--- src/ecg_packet_deframer_core_assert.svh ---
// assertion macros for the ecg packet deframer
`ifndef ECG_PACKET_DEFRAMER_CORE_ASSERT_SVH
`define ECG_PACKET_DEFRAMER_CORE_ASSERT_SVH

`ifndef SYNTHESIS
// checked on every rising edge, masked while reset is asserted
`define ECGDF_ASSERT(name, prop) \
  name: assert property (@(posedge clk_i) disable iff (!rst_ni) prop) \
    else $error("ecgdf assertion failed");
// checked on every rising edge, reset included
`define ECGDF_ASSERT_ALWAYS(name, prop) \
  name: assert property (@(posedge clk_i) prop) \
    else $error("ecgdf assertion failed");
`else
`define ECGDF_ASSERT(name, prop)
`define ECGDF_ASSERT_ALWAYS(name, prop)
`endif

`endif

--- src/ecgdf_pkg.sv ---
`timescale 1ns / 1ps

package ecgdf_pkg;

  localparam int unsigned RxByteW      = 8;
  localparam int unsigned PacketIdW    = 7;
  localparam int unsigned LeadW        = 16;
  localparam int unsigned CheckByteW   = 8;
  localparam int unsigned OutDataW     = 3 * LeadW + CheckByteW;

  localparam logic [PacketIdW-1:0] PacketIdReset = 7'h08;

  localparam int unsigned DefaultPayloadBytes = 7;

  // one decoded frame
  typedef struct packed {
    logic [CheckByteW-1:0] check_byte;
    logic [LeadW-1:0]      lead_three;
    logic [LeadW-1:0]      lead_two;
    logic [LeadW-1:0]      lead_one;
  } result_t;

endpackage

--- src/ecg_packet_deframer_core.sv ---
`timescale 1ns / 1ps

// ECG packet deframer. One received byte is taken on every beat of the slave
// stream, one beat per clock at full rate; a byte is folded into the framing
// state in the same cycle it is accepted. A frame is the packet id byte (bit 7
// clear, equal to the programmed id), a header byte holding the top bits,
// PAYLOAD_BYTES payload bytes and a check byte. The check byte produces one
// master beat carrying three 16 bit samples and the raw, unverified check
// byte. Any byte with bit 7 clear aborts the frame and is judged as a new id
// at once. After the check byte all bytes are dropped until the next byte with
// bit 7 clear. A two entry output queue (output register plus skid register)
// lets the input keep running while a result waits; the input only stalls when
// both entries are full. packet_id is to be written with cfg_we_i while the
// block is idle; the block itself does not enforce this.

`include "ecg_packet_deframer_core_assert.svh"

module ecg_packet_deframer_core
  import ecgdf_pkg::*;
#(
  parameter int unsigned PAYLOAD_BYTES = DefaultPayloadBytes
) (
  input  logic                 clk_i,
  input  logic                 rst_ni,

  // configuration
  input  logic                 cfg_we_i,
  input  logic [PacketIdW-1:0] cfg_wdata_i,   // packet_id

  // received bytes
  input  logic                 s_axis_tvalid,
  output logic                 s_axis_tready,
  input  logic [RxByteW-1:0]   s_axis_tdata,  // [7:0] rx_byte

  // decoded frames
  output logic                 m_axis_tvalid,
  input  logic                 m_axis_tready,
  // [15:0] lead_one, [31:16] lead_two, [47:32] lead_three, [55:48] check_byte
  output logic [OutDataW-1:0]  m_axis_tdata
);

  localparam int unsigned CntW = $clog2(PAYLOAD_BYTES);

  typedef enum logic [2:0] {
    PH_IDLE,
    PH_HEAD,
    PH_DATA,
    PH_CHECK,
    PH_DONE
  } phase_e;

  phase_e               phase_q, phase_d;
  logic [CntW-1:0]      cnt_q, cnt_d;
  logic [RxByteW-1:0]   top_q, top_d;
  logic [PacketIdW-1:0] packet_id_q;
  logic [7:0]           payload_q [PAYLOAD_BYTES];

  result_t out_q, skid_q, res;
  logic    out_valid_q, skid_valid_q;

  logic   in_fire, out_fire, pay_we, res_new;
  phase_e phase_eff;
  logic [RxByteW-1:0] b;

  assign b        = s_axis_tdata;
  assign in_fire  = s_axis_tvalid & s_axis_tready;
  assign out_fire = m_axis_tvalid & m_axis_tready;

  // input stalls only when both queue entries hold a result
  assign s_axis_tready = ~skid_valid_q;
  assign m_axis_tvalid = out_valid_q;
  assign m_axis_tdata  = out_q;

  // a byte with bit 7 clear always restarts framing
  assign phase_eff = b[7] ? phase_q : PH_IDLE;

  always_comb begin
    phase_d = phase_q;
    cnt_d   = cnt_q;
    top_d   = top_q;
    pay_we  = 1'b0;
    res_new = 1'b0;
    case (phase_eff)
      PH_IDLE: begin
        phase_d = PH_IDLE;
        if (b == {1'b0, packet_id_q}) begin
          phase_d = PH_HEAD;
          cnt_d   = '0;
        end
      end
      PH_HEAD: begin
        top_d   = b;
        phase_d = PH_DATA;
      end
      PH_DATA: begin
        pay_we = 1'b1;
        if (cnt_q == CntW'(PAYLOAD_BYTES - 1)) begin
          phase_d = PH_CHECK;
        end
        cnt_d = cnt_q + 1'b1;
      end
      PH_CHECK: begin
        res_new = 1'b1;
        phase_d = PH_DONE;
      end
      default: begin
        phase_d = phase_q;
      end
    endcase
  end

  assign res.lead_one   = {payload_q[0], payload_q[1]};
  assign res.lead_two   = {payload_q[2], payload_q[3]};
  assign res.lead_three = {payload_q[4], payload_q[5]};
  assign res.check_byte = b;

  // framing state and configuration
  always_ff @(posedge clk_i or negedge rst_ni) begin
    if (!rst_ni) begin
      phase_q     <= PH_IDLE;
      cnt_q       <= '0;
      top_q       <= '0;
      packet_id_q <= PacketIdReset;
    end else begin
      if (cfg_we_i) begin
        packet_id_q <= cfg_wdata_i;
      end
      if (in_fire) begin
        phase_q <= phase_d;
        cnt_q   <= cnt_d;
        top_q   <= top_d;
      end
    end
  end

  // payload bytes get bit 7 back from the header bit at their position
  always_ff @(posedge clk_i) begin
    if (in_fire && pay_we) begin
      payload_q[cnt_q] <= {top_q[cnt_q], b[6:0]};
    end
  end

  // two entry result queue
  always_ff @(posedge clk_i or negedge rst_ni) begin
    if (!rst_ni) begin
      out_valid_q  <= 1'b0;
      skid_valid_q <= 1'b0;
    end else if (skid_valid_q) begin
      if (out_fire) begin
        skid_valid_q <= 1'b0;
      end
    end else if (in_fire && res_new) begin
      if (!out_valid_q || out_fire) begin
        out_valid_q <= 1'b1;
      end else begin
        skid_valid_q <= 1'b1;
      end
    end else if (out_fire) begin
      out_valid_q <= 1'b0;
    end
  end

  always_ff @(posedge clk_i) begin
    if (skid_valid_q) begin
      if (out_fire) begin
        out_q <= skid_q;
      end
    end else if (in_fire && res_new) begin
      if (!out_valid_q || out_fire) begin
        out_q <= res;
      end else begin
        skid_q <= res;
      end
    end
  end

  `ECGDF_ASSERT(skid_implies_out_a, skid_valid_q |-> out_valid_q)
  `ECGDF_ASSERT(cnt_in_range_a, (phase_q == PH_DATA) |-> cnt_q <= CntW'(PAYLOAD_BYTES - 1))
  `ECGDF_ASSERT(result_from_check_a,
                $rose(out_valid_q) |-> $past(in_fire) && $past(phase_eff == PH_CHECK))
  `ECGDF_ASSERT_ALWAYS(reset_clears_queue_a, !rst_ni |=> !skid_valid_q || !$past(!rst_ni))

endmodule

--- config.mk ---
export PLATFORM = sky130hd
export DESIGN_NAME = ecg_packet_deframer_core
export DESIGN_NICKNAME = d
export VERILOG_FILES = /design/src/ecgdf_pkg.sv /design/src/ecg_packet_deframer_core.sv
export VERILOG_INCLUDE_DIRS = /design/src /design/src/src
export SDC_FILE = /design/constraint.sdc
export NUM_CORES = 1
export LEC_CHECK = 0
export BUFFER_PORTS_ARGS = -buffer_cell sky130_fd_sc_hd__buf_4
export CAP_MARGIN = 0
export CORE_MARGIN = 8
export CORE_UTILIZATION = 35
export DETAILED_ROUTE_END_ITERATION = 10
export PLACE_DENSITY = 0.53
export SLEW_MARGIN = 0
export SYNTH_ARGS = -nofsm -noshare
export SYNTH_HDL_FRONTEND = slang
export SYNTH_SLANG_ARGS = --single-unit
--- constraint.sdc ---
create_clock -name clk_i -period 9.1 [get_ports clk_i]
set_input_delay 2.73 -clock clk_i [delete_from_list [all_inputs] [get_ports clk_i]]
set_output_delay 2.73 -clock clk_i [all_outputs]
set_load 0.02 [all_outputs]
# After elaboration in Yosys (flattened, before gate mapping)
# Memories as Yosys holds them, arrays and structs flattened.
# Cells that the tools add are included.
# classes
n_bitwise,4
addsub,1
magnitude_cmp,1
mux,23
reduce_logical,16
eq_ne,9
# op_table
op,count
56-bit two-way mux,4
3-bit AND reduction,5
1-bit two-way mux,13
3-bit one-hot mux with 4 select lines,1
3-bit two-way mux,3
8-bit by 7-bit equality test with 1-bit output,1
2-bit nonzero test,4
"3-bit by 2-bit equality test with 1-bit output, second input constant",2
3-bit one-hot mux with 2 select lines,1
"3-bit by 4-bit < comparator with 1-bit output, second input constant",1
"2-bit by 1-bit inequality test with 1-bit output, second input constant",2
"2-bit inequality test, second input constant",2
4-bit nonzero test,1
"3-bit by 1-bit adder with 3-bit output, second input constant",1
1-bit binary-select mux with 3-bit select,1
"3-bit by 1-bit equality test with 1-bit output, second input constant",1
"3-bit equality test, second input constant",1
3-bit zero test,1
1-bit AND,2
1-bit logical AND,2
1-bit inverter,2
2-bit AND reduction,1
1-bit zero test,1
1-bit logical OR,1
# totals
ramBits,56
reg_bits,135
output_inout_bits,58
n_memories,1
# memory_table
name,depth,word_bits,read_ports,rd_ports_with_merged_regs,write_ports,line,rtl
payload_q,7,8,6,0,1,ecg_packet_deframer_core.sv:56,logic [7:0] payload_q [PAYLOAD_BYTES];

# Depth between registers and ports, before layout
# logic_depth
ltp_word,6
mapped_depth,6
depth_no_buf,5

# Worst setup path before layout
# OpenSTA, ideal clock, no wires.
# synth_path
path_type,input-to-reg
startpoint,input port s_axis_tvalid
endpoint,"register skid_q[0] (netlist bit), enable pin"
arrival_time_ns,7.270
stages,4
path_buffers,0
slack_ns,1.279
t_required_ns,8.550
path_cell_list,nand2b_4 > nor2_4 > nand3_1 > nor3b_1
# synth_between
elab_chain_cells,3
# synth_rtl
element,line,rtl
start: declaration,ecg_packet_deframer_core.sv:31,"input logic s_axis_tvalid,"
1-bit AND,ecg_packet_deframer_core.sv:66,assign in_fire = s_axis_tvalid & s_axis_tready;
1-bit logical AND,ecg_packet_deframer_core.sv:168,end else if (in_fire && res_new) begin
3-bit AND reduction (no source line),n/a,
end signal: assignment,ecg_packet_deframer_core.sv:172,skid_q <= res;
end: declaration,ecg_packet_deframer_core.sv:58,"result_t out_q, skid_q, res;"
# No other way between the ends.
# A chain may end at the register's enable or synchronous reset.

# Worst setup path after layout
# layout_path
startpoint,input port s_axis_tvalid
endpoint,"register skid_q[24] (netlist bit), enable pin"
# Same word-level chain as after synthesis.

==> key figures <==
Outcome
  – Status: complete, no violations

CTS
  – Post-CTS setup buffer count: 0
  – Htree depth: 4
  – Num CTS Buffers: 17
  – Reg clk slew, reported paths: 0.06 ns
  – Worst-Skew Late Latency: ~0.43 ns
  – TritonCTS Sinks: between 150 and 200
  – Root buf cell: clkbuf_16
  – Clk buf depth: 2
  – TritonCTS clock tree: yes
  – PostCTS Resize Cnt: 0
  – Hold buffers post-CTS: 0

Placement
  – Port Buffers: 77
  – DP Area: between 0.007 and 0.008 mm²
  – DP Cell Count: 655
  – Routability-driven placement congestion ratio: 0.754
  – Final HPWL DP: 8050 µm

Cells and area
  – Footprint of the multi-input gates: 0.00132 mm²
  – Fill count: 1,659
  – Reg area: between 0.005 and 0.006 mm²
  – Finished Layout Cells: 687
  – Design area: 0.00820 mm²
  – Ratio of cells with drive above 1 in the final layout: 0.464
  – Diode count: 0
  – Final Net Count: 436
  – P&R area growth vs syn: 21.4%

GRT
  – First-pass GRT wire length: ~19,000 µm
  – Total grt overflow: 0
  – GRT Total Usage: 0.107
  – Vias in the first global route: 3,357
  – Largest net degree at the start of global routing: 61
  – Initial antenna violation count: 0

Logic synthesis
  – Area fraction of the dominant cell type after synthesis: 0.712
  – Post-synth top area cell: edfxtp_1
  – Async SR Flop Fraction: 0.126
  – Synth warnings: 0
  – Register area share after synthesis: 0.797
  – Number of flops mapped to enable cells by yosys: 160
  – Post-synthesis register bit count: 183
  – Cell variety after synth: 38
  – Top cells by area, synth: edfxtp_1 71%, mux2_2 11%, dfrtp_1 8.2%, mux2_4 1.6%, mux4_2 0.67%
  – Post-synth top flop: edfxtp_1
  – Post-synthesis cell area: between 0.006 and 0.007 mm²
  – Avg Cell Area, Syn: 20.7 µm²
  – Cell count after synthesis: 326
  – Syn nets: 348

Routing
  – Via Count: 3,117
  – Drt pass-1 iters: 4
  – Vias/cell: 4.54
  – Drt wl/cell: around 18 µm
  – Post-route ant nets: 0
  – 1st-iter DRT viols: between 150 and 200
  – Final WL: ~12,000 µm
  – DRC Markers: 0

Setup path
  – Crit-path slowest cell: nor3b_2
  – CP Data Arrival Time: 4.93 ns
  – Most frequent CP cell: buf_4
  – CP max FO: 42
  – CP Data Required Time: 9.16 ns
  – Crit path launch type: primary input
  – Critical Path Max Stage Delay: 0.96 ns
  – Endpoint class of the critical path: flip-flop
  – Worst-path cell chain: buf_4, nand2b_4, nor2_4, nand3_1, nor3b_2, buf_4
  – Path type of the worst setup path: primary input to flip-flop

Pwr
  – Leakage power: 2.85 nW
  – Tot Pwr: around 0.0020 W
  – Worst VDD drop: about 0.14 mV
  – Power per Cell Area: 240 mW/mm²

STA
  – Crit path time final: about 4.9 ns
  – Final setup viols: 0
  – Pins over their slew limit: 0
  – Total negative setup slack: 0 ns
  – Final period util: 0.534
  – Tightest Pin Transition: 1.24 ns
  – Unrepaired setup endpoints after global routing: false
  – Clock Skews: 0.00967 ns
  – Fmax: 0.206 GHz
  – Relative slew slack: 0.171
  – Final hold violation count: 0

Floorplanning
  – # rows: 50
  – Core region area: between 0.015 and 0.02 mm²
  – Num ports: 78
  – Die Ht: 155 µm
  – DIE AREA: 0.0240 mm²
  – Initial Util: 0.358
  – Chip width: 155 µm

Flow run
  – Max cap viols: 0

Min path
  – Worst Hold Class: flip-flop to flip-flop
## per-stage QoR
step	hold WS, ns	setup slack (ns)	util
6_report	0.445	4.24	0.435
5_1_grt	0.460	4.05	0.435
4_1_cts	0.447	4.15	0.435
3_5_place_dp	0.431	3.71	0.407
3_3_place_gp	0.430	3.84	0.407
2_1_floorplan	0.422	1.28	-
## worst paths after layout
check / start / endpoint / slack (ns) / depth (start not counted)
hold reg to reg: payload_q[4][6] / skid_q[46] / 0.44 / 0
setup / recovery: s_axis_tvalid / skid_q[24] / 4.24 / 6
hold / removal: payload_q[4][6] / skid_q[46] / 0.44 / 0
min in group asynchronous: rst_ni / packet_id_q[5] / 2.19 / 1
setup reg to reg: skid_valid_q / skid_q[24] / 5.70 / 6
max in group asynchronous: rst_ni / packet_id_q[3] / 6.63 / 1
## final cells by class
class	count	share of cell area
inverters	5	0.00229
repair buffers	81	0.0742
multi-input cells	126	0.161
well taps	260	0.0397
flip-flops and latches	183	0.657
clock buffers	19	0.0528
clock inverters	13	0.0131
## flip-flops by register name, summed over array words and instances (netlist names)
signal         count
cnt_q              3
skid_valid_q       1
m_axis_tdata      56
top_q              8
phase_q            3
packet_id_q        7
m_axis_tvalid      1
payload_q         48
skid_q            56
## cells in the final DEF, fill, tap and decap left out, types with 3 or more instances in the layout
master and instances:
nand2_1 9, mux2_4 7, dfrtp_1 21, nor4_2 3
buf_4 81, mux2_2 64, clkbuf_16 17, edfxtp_1 160
o21ai_0 3, inv_1 5, clkinv_1 3, clkinvlp_4 4
xnor2_1 4, xor2_1 3
## power breakdown
part,switching [W],internal [W]
Clock,0.000303,0.000374
Sequential,0.0000475,0.000983
Combinational,0.000130,0.000131
Total,0.000481,0.00149
## Yosys cell counts (all sizes together), types with 3 or more instances
| cell | n |
|---|---|
| o21ai | 4 |
| dfrtp | 22 |
| buf | 9 |
| inv | 5 |
| nand2b | 3 |
| nor2 | 3 |
| xnor2 | 4 |
| clkbuf | 3 |
| nor4 | 4 |
| xor2 | 3 |
| edfxtp | 160 |
| mux2 | 71 |
| nand2 | 9 |
## critical path, delay by kind of cell
family	cells	cell delay (ns)
buffers and inverters	2	0.73
and+or+nand+nor	4	1.42
## layer usage
metal  part of all wire  routed length, µm  global-route usage  up-vias
li1                   -                  -                   -     1447
met1               0.47               5860               0.137     1583
met2               0.47               5890               0.163       72
met3              0.042                527              0.0360       15
met4              0.015                187              0.0490        0
met5                  0                  0                   0        -
## logic make-up (layout without fill, tap and decap cells)
group                    after synthesis  in the layout  share of synthesized area
flip-flops                           183            183                      0.797
adder cells (fa/ha/maj)                2              2                    0.00371
XOR/XNOR                               7              7                    0.00908
AND/OR/NAND/NOR                       31             31                     0.0349
buffers and inverters                 17            118                     0.0130
multiplexers                          73             73                      0.129
AO/OA/AOI/OAI                         13             13                     0.0130
No activity file was read; power rests on OpenSTA's default activity.
